[src/rtl/ulp_pkg.sv]
`timescale 1ns / 1ps
`default_nettype none
// ----------------------------------------------------------------------------
// ulp_pkg
// Shared types and constants for the serial LED/PWM command parser.
// ----------------------------------------------------------------------------
package ulp_pkg;

    // Decoded command handed from the parser to the responder
    typedef enum logic [2:0] {
        CMD_ON,
        CMD_OFF,
        CMD_STATUS,
        CMD_PWM_SET,
        CMD_PWM_ERR,
        CMD_UNKNOWN
    } t_cmd_kind;

    typedef struct packed {
        t_cmd_kind   kind;
        logic [6:0]  value;   // new duty for a PWM set
    } t_cmd;

    // Responder sequencer states
    typedef enum logic {
        BK_IDLE,
        BK_SEND
    } t_back_state;

    // Character codes
    localparam logic [7:0] CH_CR   = 8'h0D;
    localparam logic [7:0] CH_LF   = 8'h0A;
    localparam logic [7:0] CH_BANG = 8'h21;
    localparam logic [7:0] CH_NUL  = 8'h00;
    localparam logic [7:0] CH_DIG0 = 8'h30;
    localparam logic [7:0] CH_DIG9 = 8'h39;

    // Duty limits
    localparam logic [6:0] DUTY_RESET = 7'd50;
    localparam logic [6:0] DUTY_MAX   = 7'd100;

    // Keyword candidate bits
    localparam int KB_ON     = 0;
    localparam int KB_OFF    = 1;
    localparam int KB_STATUS = 2;
    localparam int KB_PWM    = 3;
    localparam logic [3:0] KW_ALL = 4'b1111;

endpackage : ulp_pkg
`default_nettype wire

[src/rtl/uart_led_pwm_command_parser_top.sv]
`timescale 1ns / 1ps
`default_nettype none
// Flow: a '!' beat is queued at its accepting edge; an idle responder then pops it, and
//   the first response beat is registered once the output slot is free.
// Throughput: one rx beat per cycle while the two-entry queue has room; a response of
//   N bytes (at most 21) goes out one byte per beat, set by the text sequencer, and the
//   responder pops the next command only after its last byte. Other bytes give no output.
// Reset: synchronous active-low; clears parse state, queue, LED off, duty 50.
// ----------------------------------------------------------------------------
// uart_led_pwm_command_parser_top
// Serial command parser for an LED with PWM dimming: parser front end,
// command queue and response sequencer.
// ----------------------------------------------------------------------------
module uart_led_pwm_command_parser_top #(
    parameter int MAX_CMD_CHARS = 31,
    parameter int DUTY_SCALE    = 10
) (
    input  wire logic          i_clk,
    input  wire logic          i_rst_n,
    input  wire logic          i_rx_valid,
    output logic               o_rx_ready,
    input  wire logic [7:0]    i_rx_byte,
    output logic               o_tx_valid,
    input  wire logic          i_tx_ready,
    output logic [7:0]         o_tx_byte,
    output logic               o_last_byte,
    output logic               o_led_is_on,
    output logic [6:0]         o_duty_percent,
    output logic [9:0]         o_compare_value
);
    import ulp_pkg::*;

    logic q_push;
    logic q_full;
    logic q_pop;
    logic q_valid;
    t_cmd q_in_cmd;
    t_cmd q_out_cmd;

    ulp_front #(
        .MAX_CMD_CHARS (MAX_CMD_CHARS)
    ) u_front (
        .i_clk      (i_clk),
        .i_rst_n    (i_rst_n),
        .i_rx_valid (i_rx_valid),
        .o_rx_ready (o_rx_ready),
        .i_rx_byte  (i_rx_byte),
        .i_q_full   (q_full),
        .o_q_push   (q_push),
        .o_q_cmd    (q_in_cmd)
    );

    ulp_cmd_queue u_queue (
        .i_clk   (i_clk),
        .i_rst_n (i_rst_n),
        .i_push  (q_push),
        .i_cmd   (q_in_cmd),
        .o_full  (q_full),
        .i_pop   (q_pop),
        .o_valid (q_valid),
        .o_cmd   (q_out_cmd)
    );

    ulp_back #(
        .DUTY_SCALE (DUTY_SCALE)
    ) u_back (
        .i_clk           (i_clk),
        .i_rst_n         (i_rst_n),
        .i_q_valid       (q_valid),
        .i_q_cmd         (q_out_cmd),
        .o_q_pop         (q_pop),
        .o_tx_valid      (o_tx_valid),
        .i_tx_ready      (i_tx_ready),
        .o_tx_byte       (o_tx_byte),
        .o_last_byte     (o_last_byte),
        .o_led_is_on     (o_led_is_on),
        .o_duty_percent  (o_duty_percent),
        .o_compare_value (o_compare_value)
    );

endmodule : uart_led_pwm_command_parser_top
`default_nettype wire

[src/rtl/ulp_cmd_queue.sv]
`timescale 1ns / 1ps
`default_nettype none
// ----------------------------------------------------------------------------
// ulp_cmd_queue
// Two-entry command queue between the parser and the responder.
// ----------------------------------------------------------------------------
module ulp_cmd_queue (
    input  wire logic          i_clk,
    input  wire logic          i_rst_n,
    input  wire logic          i_push,
    input  ulp_pkg::t_cmd      i_cmd,
    output logic               o_full,
    input  wire logic          i_pop,
    output logic               o_valid,
    output ulp_pkg::t_cmd      o_cmd
);
    import ulp_pkg::*;

    t_cmd       r_mem [2];
    logic       r_wr;
    logic       r_rd;
    logic [1:0] r_cnt;
    logic       push_ok;
    logic       pop_ok;

    assign o_full  = (r_cnt == 2'd2);
    assign o_valid = (r_cnt != 2'd0);
    assign o_cmd   = r_mem[r_rd];
    assign push_ok = i_push && !o_full;
    assign pop_ok  = i_pop && o_valid;

    // Entry storage
    always_ff @(posedge i_clk) begin
        if (push_ok) begin
            r_mem[r_wr] <= i_cmd;
        end
    end

    // Pointers and fill count
    always_ff @(posedge i_clk) begin
        if (!i_rst_n) begin
            r_wr  <= 1'b0;
            r_rd  <= 1'b0;
            r_cnt <= 2'd0;
        end else begin
            if (push_ok) r_wr <= ~r_wr;
            if (pop_ok)  r_rd <= ~r_rd;
            r_cnt <= r_cnt + {1'b0, push_ok} - {1'b0, pop_ok};
        end
    end

    // Checks
    a_no_pop_empty: assert property (@(posedge i_clk) disable iff (!i_rst_n)
        i_pop |-> o_valid) else $error("pop from empty command queue");
    a_cnt_bound: assert property (@(posedge i_clk) disable iff (!i_rst_n)
        r_cnt <= 2'd2) else $error("command queue count out of range");
    a_ptr_track: assert property (@(posedge i_clk) disable iff (!i_rst_n)
        (r_cnt == 2'd0 || r_cnt == 2'd2) |-> (r_wr == r_rd))
        else $error("queue pointers disagree with count");

endmodule : ulp_cmd_queue
`default_nettype wire

[src/rtl/ulp_front.sv]
`timescale 1ns / 1ps
`default_nettype none
// ----------------------------------------------------------------------------
// ulp_front
// Byte parser: gathers command characters, tracks keyword candidates and the
// PWM digits, and queues a decoded command on each '!'.
// ----------------------------------------------------------------------------
module ulp_front #(
    parameter int MAX_CMD_CHARS = 31
) (
    input  wire logic          i_clk,
    input  wire logic          i_rst_n,
    input  wire logic          i_rx_valid,
    output logic               o_rx_ready,
    input  wire logic [7:0]    i_rx_byte,
    input  wire logic          i_q_full,
    output logic               o_q_push,
    output ulp_pkg::t_cmd      o_q_cmd
);
    import ulp_pkg::*;

    localparam int CW = $clog2(MAX_CMD_CHARS + 1);
    localparam logic [CW-1:0] MAX_CNT = CW'(MAX_CMD_CHARS);

    logic [CW-1:0] r_count, n_count;
    logic [3:0]    r_alive, n_alive;
    logic [7:0]    r_acc,   n_acc;
    logic          r_ended, n_ended;
    logic          r_null,  n_null;

    logic          accept;
    logic [3:0]    alive_fin;

    // Drop keywords whose length cannot match a command of n characters
    function automatic logic [3:0] prune_len(input logic [3:0] alive, input logic [CW-1:0] n);
        logic [3:0] a;
        a = alive;
        if (n != CW'(2)) a[KB_ON]     = 1'b0;
        if (n != CW'(3)) a[KB_OFF]    = 1'b0;
        if (n != CW'(6)) a[KB_STATUS] = 1'b0;
        if (n <  CW'(4)) a[KB_PWM]    = 1'b0;
        return a;
    endfunction

    // Drop keywords that disagree with character c at position p
    function automatic logic [3:0] check_kw(input logic [3:0] alive, input logic [CW-1:0] p,
                                            input logic [7:0] c);
        logic on_ok;
        logic off_ok;
        logic st_ok;
        logic pwm_ok;
        on_ok  = 1'b0;
        off_ok = 1'b0;
        st_ok  = 1'b0;
        pwm_ok = 1'b1;   // characters past the prefix belong to the value
        case (p)
            CW'(0): begin
                on_ok  = (c == "O");
                off_ok = (c == "O");
                st_ok  = (c == "S");
                pwm_ok = (c == "P");
            end
            CW'(1): begin
                on_ok  = (c == "N");
                off_ok = (c == "F");
                st_ok  = (c == "t");
                pwm_ok = (c == "W");
            end
            CW'(2): begin
                off_ok = (c == "F");
                st_ok  = (c == "a");
                pwm_ok = (c == "M");
            end
            CW'(3): begin
                st_ok  = (c == "t");
                pwm_ok = (c == ":");
            end
            CW'(4): st_ok = (c == "u");
            CW'(5): st_ok = (c == "s");
            default: ;
        endcase
        return alive & {pwm_ok, st_ok, off_ok, on_ok};
    endfunction

    assign o_rx_ready = !i_q_full;
    assign accept     = i_rx_valid && o_rx_ready;
    assign alive_fin  = r_null ? r_alive : prune_len(r_alive, r_count);

    // Parse state update and command decode
    always_comb begin
        n_count = r_count;
        n_alive = r_alive;
        n_acc   = r_acc;
        n_ended = r_ended;
        n_null  = r_null;
        o_q_push = 1'b0;
        o_q_cmd.value = r_acc[6:0];
        if (alive_fin[KB_ON])          o_q_cmd.kind = CMD_ON;
        else if (alive_fin[KB_OFF])    o_q_cmd.kind = CMD_OFF;
        else if (alive_fin[KB_STATUS]) o_q_cmd.kind = CMD_STATUS;
        else if (alive_fin[KB_PWM])    o_q_cmd.kind = (r_acc <= 8'(DUTY_MAX)) ? CMD_PWM_SET
                                                                              : CMD_PWM_ERR;
        else                           o_q_cmd.kind = CMD_UNKNOWN;

        if (accept && i_rx_byte != CH_CR && i_rx_byte != CH_LF) begin
            if (i_rx_byte == CH_BANG) begin
                // terminator: hand off and restart the parse
                o_q_push = 1'b1;
                n_count = '0;
                n_alive = KW_ALL;
                n_acc   = '0;
                n_ended = 1'b0;
                n_null  = 1'b0;
            end else if (r_count >= MAX_CNT) begin
                // overflow: clear, drop the character
                n_count = '0;
                n_alive = KW_ALL;
                n_acc   = '0;
                n_ended = 1'b0;
                n_null  = 1'b0;
            end else begin
                n_count = r_count + CW'(1);
                if (!r_null) begin
                    if (i_rx_byte == CH_NUL) begin
                        n_alive = prune_len(r_alive, r_count);
                        n_null  = 1'b1;
                        n_ended = 1'b1;
                    end else begin
                        n_alive = check_kw(r_alive, r_count, i_rx_byte);
                        if (r_count >= CW'(4) && !r_ended) begin
                            if (i_rx_byte >= CH_DIG0 && i_rx_byte <= CH_DIG9) begin
                                n_acc = (r_acc << 3) + (r_acc << 1) + {4'd0, i_rx_byte[3:0]};
                            end else begin
                                n_ended = 1'b1;
                            end
                        end
                    end
                end
            end
        end
    end

    // Parse state registers
    always_ff @(posedge i_clk) begin
        if (!i_rst_n) begin
            r_count <= '0;
            r_alive <= KW_ALL;
            r_acc   <= '0;
            r_ended <= 1'b0;
            r_null  <= 1'b0;
        end else begin
            r_count <= n_count;
            r_alive <= n_alive;
            r_acc   <= n_acc;
            r_ended <= n_ended;
            r_null  <= n_null;
        end
    end

    // Checks
    a_count_bound: assert property (@(posedge i_clk) disable iff (!i_rst_n)
        r_count <= MAX_CNT) else $error("character count above limit");
    a_null_ends_digits: assert property (@(posedge i_clk) disable iff (!i_rst_n)
        r_null |-> r_ended) else $error("zero byte seen but digits still open");
    a_push_room: assert property (@(posedge i_clk) disable iff (!i_rst_n)
        o_q_push |-> !i_q_full) else $error("command pushed into full queue");
    a_bang_restarts: assert property (@(posedge i_clk) disable iff (!i_rst_n)
        o_q_push |=> (r_count == '0 && r_alive == KW_ALL))
        else $error("parse state not cleared after terminator");

endmodule : ulp_front
`default_nettype wire

[src/rtl/ulp_back.sv]
`timescale 1ns / 1ps
`default_nettype none
// ----------------------------------------------------------------------------
// ulp_back
// Responder: applies each queued command to the LED and duty state and
// streams the response text one byte per beat, segment by segment.
// ----------------------------------------------------------------------------
module ulp_back #(
    parameter int DUTY_SCALE = 10
) (
    input  wire logic          i_clk,
    input  wire logic          i_rst_n,
    input  wire logic          i_q_valid,
    input  ulp_pkg::t_cmd      i_q_cmd,
    output logic               o_q_pop,
    output logic               o_tx_valid,
    input  wire logic          i_tx_ready,
    output logic [7:0]         o_tx_byte,
    output logic               o_last_byte,
    output logic               o_led_is_on,
    output logic [6:0]         o_duty_percent,
    output logic [9:0]         o_compare_value
);
    import ulp_pkg::*;

    // Response text segments
    typedef enum logic [3:0] {
        SEG_LED_ON,
        SEG_LED_OFF,
        SEG_LED_COLON,
        SEG_ON,
        SEG_OFF,
        SEG_PWM_COLON,
        SEG_PWM_EQ,
        SEG_NUM,
        SEG_PCT,
        SEG_PWM_ERR,
        SEG_UNKNOWN
    } t_seg;

    typedef logic [17*8-1:0] t_text;

    localparam t_text TXT_LED_ON    = t_text'({"LED ON", CH_CR, CH_LF});
    localparam t_text TXT_LED_OFF   = t_text'({"LED OFF", CH_CR, CH_LF});
    localparam t_text TXT_LED_COLON = t_text'("LED: ");
    localparam t_text TXT_ON        = t_text'({"ON", CH_CR, CH_LF});
    localparam t_text TXT_OFF       = t_text'({"OFF", CH_CR, CH_LF});
    localparam t_text TXT_PWM_COLON = t_text'("PWM: ");
    localparam t_text TXT_PWM_EQ    = t_text'("PWM = ");
    localparam t_text TXT_PCT       = t_text'({"%", CH_CR, CH_LF});
    localparam t_text TXT_PWM_ERR   = t_text'({"PWM ERROR", CH_CR, CH_LF});
    localparam t_text TXT_UNKNOWN   = t_text'({"UNKNOWN COMMAND", CH_CR, CH_LF});

    function automatic logic [4:0] seg_len(input t_seg seg);
        case (seg)
            SEG_LED_ON:    return 5'd8;
            SEG_LED_OFF:   return 5'd9;
            SEG_LED_COLON: return 5'd5;
            SEG_ON:        return 5'd4;
            SEG_OFF:       return 5'd5;
            SEG_PWM_COLON: return 5'd5;
            SEG_PWM_EQ:    return 5'd6;
            SEG_PCT:       return 5'd3;
            SEG_PWM_ERR:   return 5'd11;
            SEG_UNKNOWN:   return 5'd17;
            default:       return 5'd1;
        endcase
    endfunction

    // Character pos of a fixed segment (text stored right-justified)
    function automatic logic [7:0] text_byte(input t_seg seg, input logic [4:0] pos);
        t_text      s;
        logic [4:0] idx;
        case (seg)
            SEG_LED_ON:    s = TXT_LED_ON;
            SEG_LED_OFF:   s = TXT_LED_OFF;
            SEG_LED_COLON: s = TXT_LED_COLON;
            SEG_ON:        s = TXT_ON;
            SEG_OFF:       s = TXT_OFF;
            SEG_PWM_COLON: s = TXT_PWM_COLON;
            SEG_PWM_EQ:    s = TXT_PWM_EQ;
            SEG_PCT:       s = TXT_PCT;
            SEG_PWM_ERR:   s = TXT_PWM_ERR;
            SEG_UNKNOWN:   s = TXT_UNKNOWN;
            default:       s = '0;
        endcase
        idx = seg_len(seg) - 5'd1 - pos;
        return s[8*idx +: 8];
    endfunction

    // Segment sequence of each response
    function automatic t_seg plan_seg(input t_cmd_kind kind, input logic [2:0] step,
                                      input logic led);
        case (kind)
            CMD_ON:  return SEG_LED_ON;
            CMD_OFF: return SEG_LED_OFF;
            CMD_STATUS: begin
                case (step)
                    3'd0:    return SEG_LED_COLON;
                    3'd1:    return led ? SEG_ON : SEG_OFF;
                    3'd2:    return SEG_PWM_COLON;
                    3'd3:    return SEG_NUM;
                    default: return SEG_PCT;
                endcase
            end
            CMD_PWM_SET: begin
                case (step)
                    3'd0:    return SEG_PWM_EQ;
                    3'd1:    return SEG_NUM;
                    default: return SEG_PCT;
                endcase
            end
            CMD_PWM_ERR: return SEG_PWM_ERR;
            default:     return SEG_UNKNOWN;
        endcase
    endfunction

    function automatic logic [2:0] plan_steps(input t_cmd_kind kind);
        case (kind)
            CMD_STATUS:  return 3'd5;
            CMD_PWM_SET: return 3'd3;
            default:     return 3'd1;
        endcase
    endfunction

    t_back_state r_state, n_state;
    t_cmd_kind   r_kind,  n_kind;
    logic [2:0]  r_step,  n_step;
    logic [4:0]  r_pos,   n_pos;
    logic        r_led,   n_led;
    logic [6:0]  r_duty,  n_duty;
    logic [7:0]  r_num [3];
    logic [7:0]  n_num [3];
    logic [1:0]  r_num_len, n_num_len;

    logic        r_tx_valid, n_tx_valid;
    logic [7:0]  r_tx_byte,  n_tx_byte;
    logic        r_last,     n_last;
    logic        r_led_out,  n_led_out;
    logic [6:0]  r_duty_out, n_duty_out;
    logic [9:0]  r_cmp_out,  n_cmp_out;

    logic        slot_free;
    t_seg        cur_seg;
    logic [4:0]  cur_len;
    logic [7:0]  cur_byte;
    logic        seg_end;
    logic        resp_end;
    logic [16:0] cmp_prod;
    logic [9:0]  cmp_now;
    logic [6:0]  num_src;
    logic [14:0] tens_prod;
    logic [3:0]  tens;
    logic [6:0]  ones_full;
    logic [3:0]  ones;

    assign slot_free = !r_tx_valid || i_tx_ready;
    assign cur_seg   = plan_seg(r_kind, r_step, r_led);
    assign cur_len   = (cur_seg == SEG_NUM) ? {3'd0, r_num_len} : seg_len(cur_seg);
    assign cur_byte  = (cur_seg == SEG_NUM) ? r_num[r_pos[1:0]] : text_byte(cur_seg, r_pos);
    assign seg_end   = (r_pos == cur_len - 5'd1);
    assign resp_end  = seg_end && (r_step == plan_steps(r_kind) - 3'd1);

    // Timer compare from the current LED and duty
    assign cmp_prod = 17'(r_duty) * 17'(DUTY_SCALE);
    assign cmp_now  = (r_led && r_duty != 7'd0) ? cmp_prod[9:0] : 10'd0;

    // Decimal digits of the number to print, tens by reciprocal multiply
    assign num_src   = (i_q_cmd.kind == CMD_PWM_SET) ? i_q_cmd.value : r_duty;
    assign tens_prod = 15'(num_src) * 15'd205;
    assign tens      = tens_prod[14:11];
    assign ones_full = num_src - ({3'd0, tens} * 7'd10);
    assign ones      = ones_full[3:0];

    // Sequencer next state and output beat
    always_comb begin
        n_state   = r_state;
        n_kind    = r_kind;
        n_step    = r_step;
        n_pos     = r_pos;
        n_led     = r_led;
        n_duty    = r_duty;
        n_num     = r_num;
        n_num_len = r_num_len;
        n_tx_valid = r_tx_valid && !i_tx_ready;
        n_tx_byte  = r_tx_byte;
        n_last     = r_last;
        n_led_out  = r_led_out;
        n_duty_out = r_duty_out;
        n_cmp_out  = r_cmp_out;
        o_q_pop    = 1'b0;
        case (r_state)
            BK_IDLE: begin
                if (i_q_valid) begin
                    o_q_pop = 1'b1;
                    n_kind  = i_q_cmd.kind;
                    n_step  = 3'd0;
                    n_pos   = 5'd0;
                    case (i_q_cmd.kind)
                        CMD_ON:      n_led  = 1'b1;
                        CMD_OFF:     n_led  = 1'b0;
                        CMD_PWM_SET: n_duty = i_q_cmd.value;
                        default: ;
                    endcase
                    if (num_src >= DUTY_MAX) begin
                        n_num[0]  = "1";
                        n_num[1]  = "0";
                        n_num[2]  = "0";
                        n_num_len = 2'd3;
                    end else if (tens != 4'd0) begin
                        n_num[0]  = CH_DIG0 | {4'd0, tens};
                        n_num[1]  = CH_DIG0 | {4'd0, ones};
                        n_num[2]  = CH_DIG0;
                        n_num_len = 2'd2;
                    end else begin
                        n_num[0]  = CH_DIG0 | {4'd0, ones};
                        n_num[1]  = CH_DIG0;
                        n_num[2]  = CH_DIG0;
                        n_num_len = 2'd1;
                    end
                    n_state = BK_SEND;
                end
            end
            BK_SEND: begin
                if (slot_free) begin
                    n_tx_valid = 1'b1;
                    n_tx_byte  = cur_byte;
                    n_last     = resp_end;
                    n_led_out  = r_led;
                    n_duty_out = r_duty;
                    n_cmp_out  = cmp_now;
                    if (seg_end) begin
                        n_pos  = 5'd0;
                        n_step = r_step + 3'd1;
                        if (resp_end) n_state = BK_IDLE;
                    end else begin
                        n_pos = r_pos + 5'd1;
                    end
                end
            end
            default: n_state = BK_IDLE;
        endcase
    end

    // Control and LED/duty state
    always_ff @(posedge i_clk) begin
        if (!i_rst_n) begin
            r_state    <= BK_IDLE;
            r_kind     <= CMD_UNKNOWN;
            r_step     <= 3'd0;
            r_pos      <= 5'd0;
            r_led      <= 1'b0;
            r_duty     <= DUTY_RESET;
            r_tx_valid <= 1'b0;
        end else begin
            r_state    <= n_state;
            r_kind     <= n_kind;
            r_step     <= n_step;
            r_pos      <= n_pos;
            r_led      <= n_led;
            r_duty     <= n_duty;
            r_tx_valid <= n_tx_valid;
        end
    end

    // Payload registers
    always_ff @(posedge i_clk) begin
        r_num      <= n_num;
        r_num_len  <= n_num_len;
        r_tx_byte  <= n_tx_byte;
        r_last     <= n_last;
        r_led_out  <= n_led_out;
        r_duty_out <= n_duty_out;
        r_cmp_out  <= n_cmp_out;
    end

    assign o_tx_valid      = r_tx_valid;
    assign o_tx_byte       = r_tx_byte;
    assign o_last_byte     = r_last;
    assign o_led_is_on     = r_led_out;
    assign o_duty_percent  = r_duty_out;
    assign o_compare_value = r_cmp_out;

    // Checks
    a_step_bound: assert property (@(posedge i_clk) disable iff (!i_rst_n)
        (r_state == BK_SEND) |-> (r_step < plan_steps(r_kind)))
        else $error("response segment index past end of plan");
    a_duty_bound: assert property (@(posedge i_clk) disable iff (!i_rst_n)
        r_duty <= DUTY_MAX) else $error("stored duty above 100");
    a_cmp_off: assert property (@(posedge i_clk) disable iff (!i_rst_n)
        (o_tx_valid && !o_led_is_on) |-> (o_compare_value == 10'd0))
        else $error("compare value nonzero with LED off");
    a_pop_idle: assert property (@(posedge i_clk) disable iff (!i_rst_n)
        o_q_pop |=> (r_state == BK_SEND)) else $error("pop without starting a response");

endmodule : ulp_back
`default_nettype wire
[config.mk]
export PLATFORM = sky130hd
export DESIGN_NAME = uart_led_pwm_command_parser_top
export DESIGN_NICKNAME = d
export VERILOG_FILES = /design/src/rtl/ulp_pkg.sv /design/src/rtl/uart_led_pwm_command_parser_top.sv /design/src/rtl/ulp_cmd_queue.sv /design/src/rtl/ulp_front.sv /design/src/rtl/ulp_back.sv
export SDC_FILE = /design/constraint.sdc
export NUM_CORES = 1
export LEC_CHECK = 0
export BUFFER_PORTS_ARGS = -buffer_cell sky130_fd_sc_hd__buf_2
export CAP_MARGIN = 20
export CELL_PAD_IN_SITES_DETAIL_PLACEMENT = 1
export CELL_PAD_IN_SITES_GLOBAL_PLACEMENT = 2
export CORE_MARGIN = 5
export CORE_UTILIZATION = 43
export DETAILED_ROUTE_END_ITERATION = 6
export GPL_TIMING_DRIVEN = 0
export PLACE_DENSITY_LB_ADDON = 0.1
export SLEW_MARGIN = 10
export SYNTH_ARGS = -nofsm -noshare
export SYNTH_HDL_FRONTEND = slang
export SYNTH_SLANG_ARGS = --single-unit
[constraint.sdc]
create_clock -name i_clk -period 16.2 [get_ports i_clk]
set_clock_uncertainty 0.05 [all_clocks]
set_input_delay 0.81 -clock i_clk [delete_from_list [all_inputs] [get_ports i_clk]]
set_output_delay 0.81 -clock i_clk [all_outputs]
set_load 0.01 [all_outputs]
# --- Word level (Yosys, flattened, before mapping) ---
# Memories as Yosys holds them, arrays and structs flattened. A register that Yosys moved wholly into a read port is not among the register bits.
# Cells that the tools add are included.
classes:
  n_shift: 1
  multipliers: 3
  order_cmp: 8
  add_sub_neg: 12
  n_mux: 92
  n_div: 0
  n_bitwise: 6
  eq_ne: 42
  n_reduce_logical: 38
ops:
  columns: ["operator", "n"]
  rows:
  - ["136-bit by 9-bit indexed part select with 8-bit output", 1]
  - ["8-bit by 7-bit equality test with 1-bit output (second input constant)", 11]
  - ["8-bit two-way mux", 9]
  - ["1-bit two-way mux", 47]
  - ["5-bit two-way mux", 6]
  - ["3-bit two-way mux", 9]
  - ["20-bit two-way mux", 1]
  - ["4-bit two-way mux", 5]
  - ["4-bit one-hot mux with 5 select lines", 1]
  - ["8-bit binary-select mux with 2-bit select", 1]
  - ["8-bit by 6-bit equality test with 1-bit output (second input constant)", 2]
  - ["8-bit by 4-bit != test with 1-bit output (second input constant)", 2]
  - ["4-bit one-hot mux with 4 select lines", 1]
  - ["3-bit by 2-bit equality test with 1-bit output (second input constant)", 5]
  - ["7-bit by 8-bit multiplier with 15-bit output (second input constant)", 1]
  - ["3-bit one-hot mux with 2 select lines", 2]
  - ["5-bit by 1-bit adder with 5-bit output (second input constant)", 2]
  - ["5-bit by 2-bit equality test with 1-bit output (second input constant)", 2]
  - ["5-bit by 3-bit equality test with 1-bit output (second input constant)", 2]
  - ["1-bit logical AND", 10]
  - ["5-bit by 2-bit != test with 1-bit output (second input constant)", 2]
  - ["5-bit one-hot mux with 2 select lines", 1]
  - ["5-bit by 1-bit subtractor with 5-bit output (second input constant)", 2]
  - ["3-bit by 1-bit equality test with 1-bit output (second input constant)", 3]
  - ["other kinds (52)", 74]
word_totals:
  out_inout_bits: 29
  mem_bits_rw: 20
  register_bits: 97
  input_bits: 12
  n_memories: 4
  latch_bits: 0
  romBits: 1568
mem_list:
  columns: ["name", "words", "word_bits", "read_ports", "rd_ports_with_merged_regs", "write_ports", "line", "text"]
  rows:
  - ["(no name shown)", 16, 88, 1, 0, 0, "ulp_back.sv:74", "case (seg)"]
  - ["(no name shown)", 16, 5, 1, 0, 0, "ulp_back.sv:55", "case (seg)"]
  - ["(no name shown)", 16, 5, 1, 0, 0, "ulp_back.sv:55", null]
  - ["u_queue.r_mem", 2, 10, 1, 1, 1, "ulp_cmd_queue.sv:19", "t_cmd r_mem [2];"]

# --- Logic depth before layout (Yosys ltp) ---
depth:
  word_depth: 13
  depth_mapped: 30

# --- By module ---
# From an unflattened synthesis, not the netlist that was laid out.
hier_totals:
  hier_cells: 877
  hier_area_um2: 8023.9
by_module_without_submodules:
  columns: ["mod", "cells_each", "area_each_um2", "instances", "seq_area_each_um2"]
  rows:
  - ["ulp_back", 600, 5310.1, 1, 1471.4]
  - ["ulp_front", 220, 1760.4, 1, 380.4]
  - ["ulp_cmd_queue", 57, 953.4, 1, 700.7]

# --- Worst setup path before layout ---
# No wires, ideal clock.
synth_timing:
  path_kind: "register to register"
  start: "register (tool-made name)"
  end: "register u_back.r_num[11] in the netlist's numbering, data pin"
  n_path_buf: 1
  required_ps: 15893
  period_less_slack_ps: 5979
  arrival_time_ps: 5671
  path_slack_ps: 10221
  path_stages_with_launch: 29
  setup_time_ps: 257
  path_cell_list: "dfxtp_1 buf_2 nand4b_1 nand2_1 nand2_1 o21ai_1 inv_1 ha_1 ha_1 fa_1 inv_1 fa_1 inv_1 ha_1 a21oi_1 nor3_1 a211oi_1 nand2_1 a21oi_1 inv_1 a21oi_1 xor2_1 inv_1 fa_1 xnor2_1 xor2_1 xnor2_1 xnor2_1 nor2_1"
synth_rtl:
  columns: ["item", "line", "text"]
  rows:
  - ["end signal: assignment", "ulp_back.sv:268", "r_num <= n_num;"]
  - ["end: declaration", "ulp_back.sv:132", "logic [7:0] r_num [3];"]

==> reports/metrics.sh <==
ANT_NETS=0
FP-ROW-COUNT=49
GRT_PASS1_VIAS=6984
YS_DOMINANT_REG_CELL='edfxtp_1'
WORSTMARGINPINSLEW_NS=1.03
IO_PINS=41
SYNTH.AVG_CELL_AREA_SQ_UM=8.98
INITIAL_CORE_UTILIZATION=0.434
N_ANTENNA_CELL=0
GRT_MAX_DEGREE=33
FINAL-INSTANCE-COUNT-EXCL-FILL=1150
POWER.SHARE.CLOCK=0.112
TIMING_MAX_TRANSITION_VIOLATIONS_FINAL=0
SYNTH_TOP_CELL_AREA_SHARE=0.212
ROUTE.VIAS.TOTAL=6667
TRITONCTS_NUM_SINKS=100
MAX-VDD-IR-DROP_mV=0.142
DPL.HPWL_MM=17.4
WORST_HOLD_SLACK_NS=0.403
POST-ROUTE-PERIOD-UTIL=0.430
HTREE_NUM_LEVELS=3
CRITICALPATHCATEGORY='reg2reg'
POST_DRT_WL_PER_CELL_UM=19.1
TIMING.SETUP.TNS_NS=0
SETUP-VIOLATIONS-FINAL=0
SYNTH_EDF_COUNT=55
CP.REQUIRED_NS=16.26
GROUTE.USAGE.OVERALL=0.217
POWER_FRAC_COMB=0.685
BUFFER_PORTS.INSERTED=37
GRT_FIRST_PASS_WIRELENGTH_MM=36.2
SETUP.WORST_PATH.START_CLASS='flip-flop'
SYNTHESIZED_FLOP_AND_LATCH_TOTAL=100
POWER.SWITCHING_FRACTION=0.501
CRIT_PATH_FREQUENT_CELL='inv_1'
DIE_FOOTPRINT_SQ_UM=20900
PLACE_AREA_SQ_UM=8250
SYNTH.YOSYS.SEQ_AREA_SHARE=0.328
SYNTH.DISTINCT_CELLS=91
OUTCOME='complete, no violations'
SYNTH_AREA_LEADERS='edfxtp_1 21%, ha_1 12%, dfxtp_1 12%'
NETLIST.TOP_CELL.BY_AREA='edfxtp_1'
CORE-AREA_SQ_UM=17900
DIEWIDTH_UM=144
OVERFLOW=0
NUMCTSBUFFERS=9
DRV.MAX_CAP_VIOLATION_COUNT=0
CLKSLEWWORSTSETUPHOLDPATHS_NS=0.07
DETAILEDROUTE.FIRSTPASSITERATIONCOUNT=5
POWERDENSITY_nW_PER_UM2=226
WORST_PATH_MAX_DELAY_CELL='fa_1'
SLOWEST_DELAY_NS=0.50
POST-ROUTE-MIN-PERIOD_NS=6.97
CLOCK_LATENCY_NS=0.36
CTS_RESIZED=0
FINAL_UTIL=0.480
DRIVE_GT1_FRAC=0.104
LAYOUT.FILLER_CELLS=2111
CTS.HOLD.BUFFERS_ADDED=0
DIEHEIGHT_UM=144
POWER.SEQUENTIAL.FRACTION=0.203
CTS_SETUP_BUFFERS=0
SYNTHCELLS=866
CTS_BUFFER_DEPTH=2
TRITONCTS='yes'
SYNTH-ASYNC-RESET-RATIO=0
CP_DATA_ARRIVAL_TIME_NS=7.03
P_SWITCHING_mW=0.974
ROUTE.DETAILED.DRC=0
ROUTED_WIRELENGTH_MM=22.0
DR.FIRST_ITER.DRC_COUNT=342
WORST_HOLD_PATH_TYPE='reg2reg'
SLEW_HEADROOM=0.305
POST-ROUTE-CELL-AREA_SQ_UM=8600
FINALHOLDVIOLATIONS=0
POST_SYNTHESIS_INSTANCE_AREA_SQ_UM=7780
ACHIEVABLE-FREQUENCY_MHz=144
FINAL_NET_COUNT=1018
SETUP_REPAIR_AFTER_GLOBAL_ROUTING_MISSED_ITS_MARGIN='false'
AVGVIACOUNTPERCELL=5.80
P_LEAK_nW=3.53
ANTENNA_FOUND_INITIAL=0
CRITPATHCAPTURETYPE='flip-flop'
YOSYSWARNINGS=0
GP_ROUTABILITY_CONGESTION=0.909
CTS.ROOT.BUFFER_CELL='clkbuf_16'
P_INT_mW=0.970
AREA_DELTA_SYNTH_FINAL_PCT=10.6
PLACED_CELLS_INCL_TAPS=1133
CRIT_FANOUT=10
==> cell families after synthesis <==
logic type / synth area share
compound gates: 0.198
xor+xnor: 0.0451
fa+ha+maj: 0.157
buf+inv: 0.0566
flops: 0.328
mux: 0.0304
other cells: 0.000482
simple gates: 0.184
==> worst paths after layout <==
path / start / to / slack, ns / cells past startpoint
worst max-delay path: flip-flop / u_back.r_num[11] / 9.23 / 30
worst min-delay path: u_front.r_alive[2] / u_front.r_alive[2] / 0.40 / 1
worst max register to register: flip-flop / u_back.r_num[11] / 9.23 / 30
worst min register to register: u_front.r_alive[2] / u_front.r_alive[2] / 0.40 / 1
==> cell type report <==
type,count,area [sq um],area share
clock inverters,7,86.3,0.0100
well taps,229,287,0.0333
repair buffers,38,213,0.0247
inverters,61,231,0.0269
multi-input cells,661,4790,0.558
clock buffers,9,225,0.0262
flip-flops and latches,100,2550,0.297
plain buffers,45,209,0.0243
==> power groups by stage <==
stage / clock, mW / combinational [mW] / sequential [mW]
after floorplan: 0 / 0.956 / 0.399
after global placement: 0 / 1.28 / 0.399
after detailed placement: 0 / 1.32 / 0.402
after CTS: 0.223 / 1.32 / 0.396
after global routing: 0.233 / 1.47 / 0.401
final: 0.218 / 1.33 / 0.395
==> routing by layer <==
layer | GRT usage | vias up | wire length, um
li1 | - | 3245 | -
met1 | 0.270 | 3249 | 9670
met2 | 0.399 | 139 | 11300
met3 | 0.0208 | 34 | 689
met4 | 0.0609 | 0 | 369
met5 | 0 | - | 0
==> worst max-delay path, delay by kind of cell, from the launching register on <==
family                   cells  cell delay (ns)
XOR/XNOR                     5             1.02
AO/OA/AOI/OAI                4             1.17
adder cells (fa/ha/maj)      6             2.31
buffers and inverters        8             0.82
flip-flops                   1             0.38
AND/OR/NAND/NOR              7             0.99
==> per-stage QoR <==
step                      total power [mW]  setup WS (ns)
final                                 1.94           9.23
after global routing                  2.10           8.66
after CTS                             1.94           9.12
after detailed placement              1.72           9.17
after global placement                1.67           9.38
after floorplan                       1.35          10.22
==> flip-flops by register name (all words and copies together), names as in the netlist, 2 cells and up, named ones only <==
register	flops
u_back.o_compare_value	9
u_back.r_kind	3
u_front.r_acc	8
u_back.o_tx_byte	7
u_back.r_num	8
u_front.r_count	5
u_back.r_num_len	2
u_queue.r_mem	20
u_back.r_pos	5
u_back.r_duty	7
u_back.r_step	3
u_front.r_alive	4
u_queue.r_cnt	2
u_back.o_duty_percent	7
==> Yosys cell counts, types with 4 or more instances <==
master / count
nand4b_1: 4
edfxtp_1: 55
o22ai_1: 7
or2_2: 5
nor2b_1: 17
o211ai_1: 14
a21oi_1: 49
nand4_1: 8
buf_4: 4
nand3_1: 23
a22oi_1: 9
inv_1: 58
a221oi_1: 5
xnor2_1: 27
a211oi_1: 4
a21boi_0: 6
and2_1: 13
nor3_1: 28
a21o_1: 16
dfxtp_1: 45
o21ai_0: 51
xor2_1: 13
a32oi_1: 4
and3_1: 4
a31oi_1: 14
clkbuf_1: 36
nor2_1: 57
nand2_1: 77
ha_1: 77
nand2b_1: 10
o21ai_1: 6
fa_1: 13
nor4_1: 4
mux2i_1: 18
==> cell usage in the layout, fill, tap and decap left out, types with 5 or more instances in the layout <==
| cell | instances |
|---|---|
| a21boi_0 | 6 |
| a21o_1 | 16 |
| a21oi_1 | 49 |
| a221oi_1 | 5 |
| a22oi_1 | 9 |
| a31oi_1 | 14 |
| and2_1 | 13 |
| buf_2 | 39 |
| clkbuf_1 | 36 |
| clkbuf_16 | 9 |
| dfxtp_1 | 45 |
| edfxtp_1 | 55 |
| fa_1 | 13 |
| ha_1 | 77 |
| inv_1 | 58 |
| mux2i_1 | 18 |
| nand2_1 | 77 |
| nand2b_1 | 10 |
| nand3_1 | 23 |
| nand4_1 | 8 |
| nor2_1 | 57 |
| nor2b_1 | 17 |
| nor3_1 | 28 |
| o211ai_1 | 14 |
| o21ai_0 | 51 |
| o21ai_1 | 6 |
| o22ai_1 | 7 |
| or2_2 | 5 |
| xnor2_1 | 27 |
| xor2_1 | 13 |
Note: power is estimated with default switching activity, not from simulation.
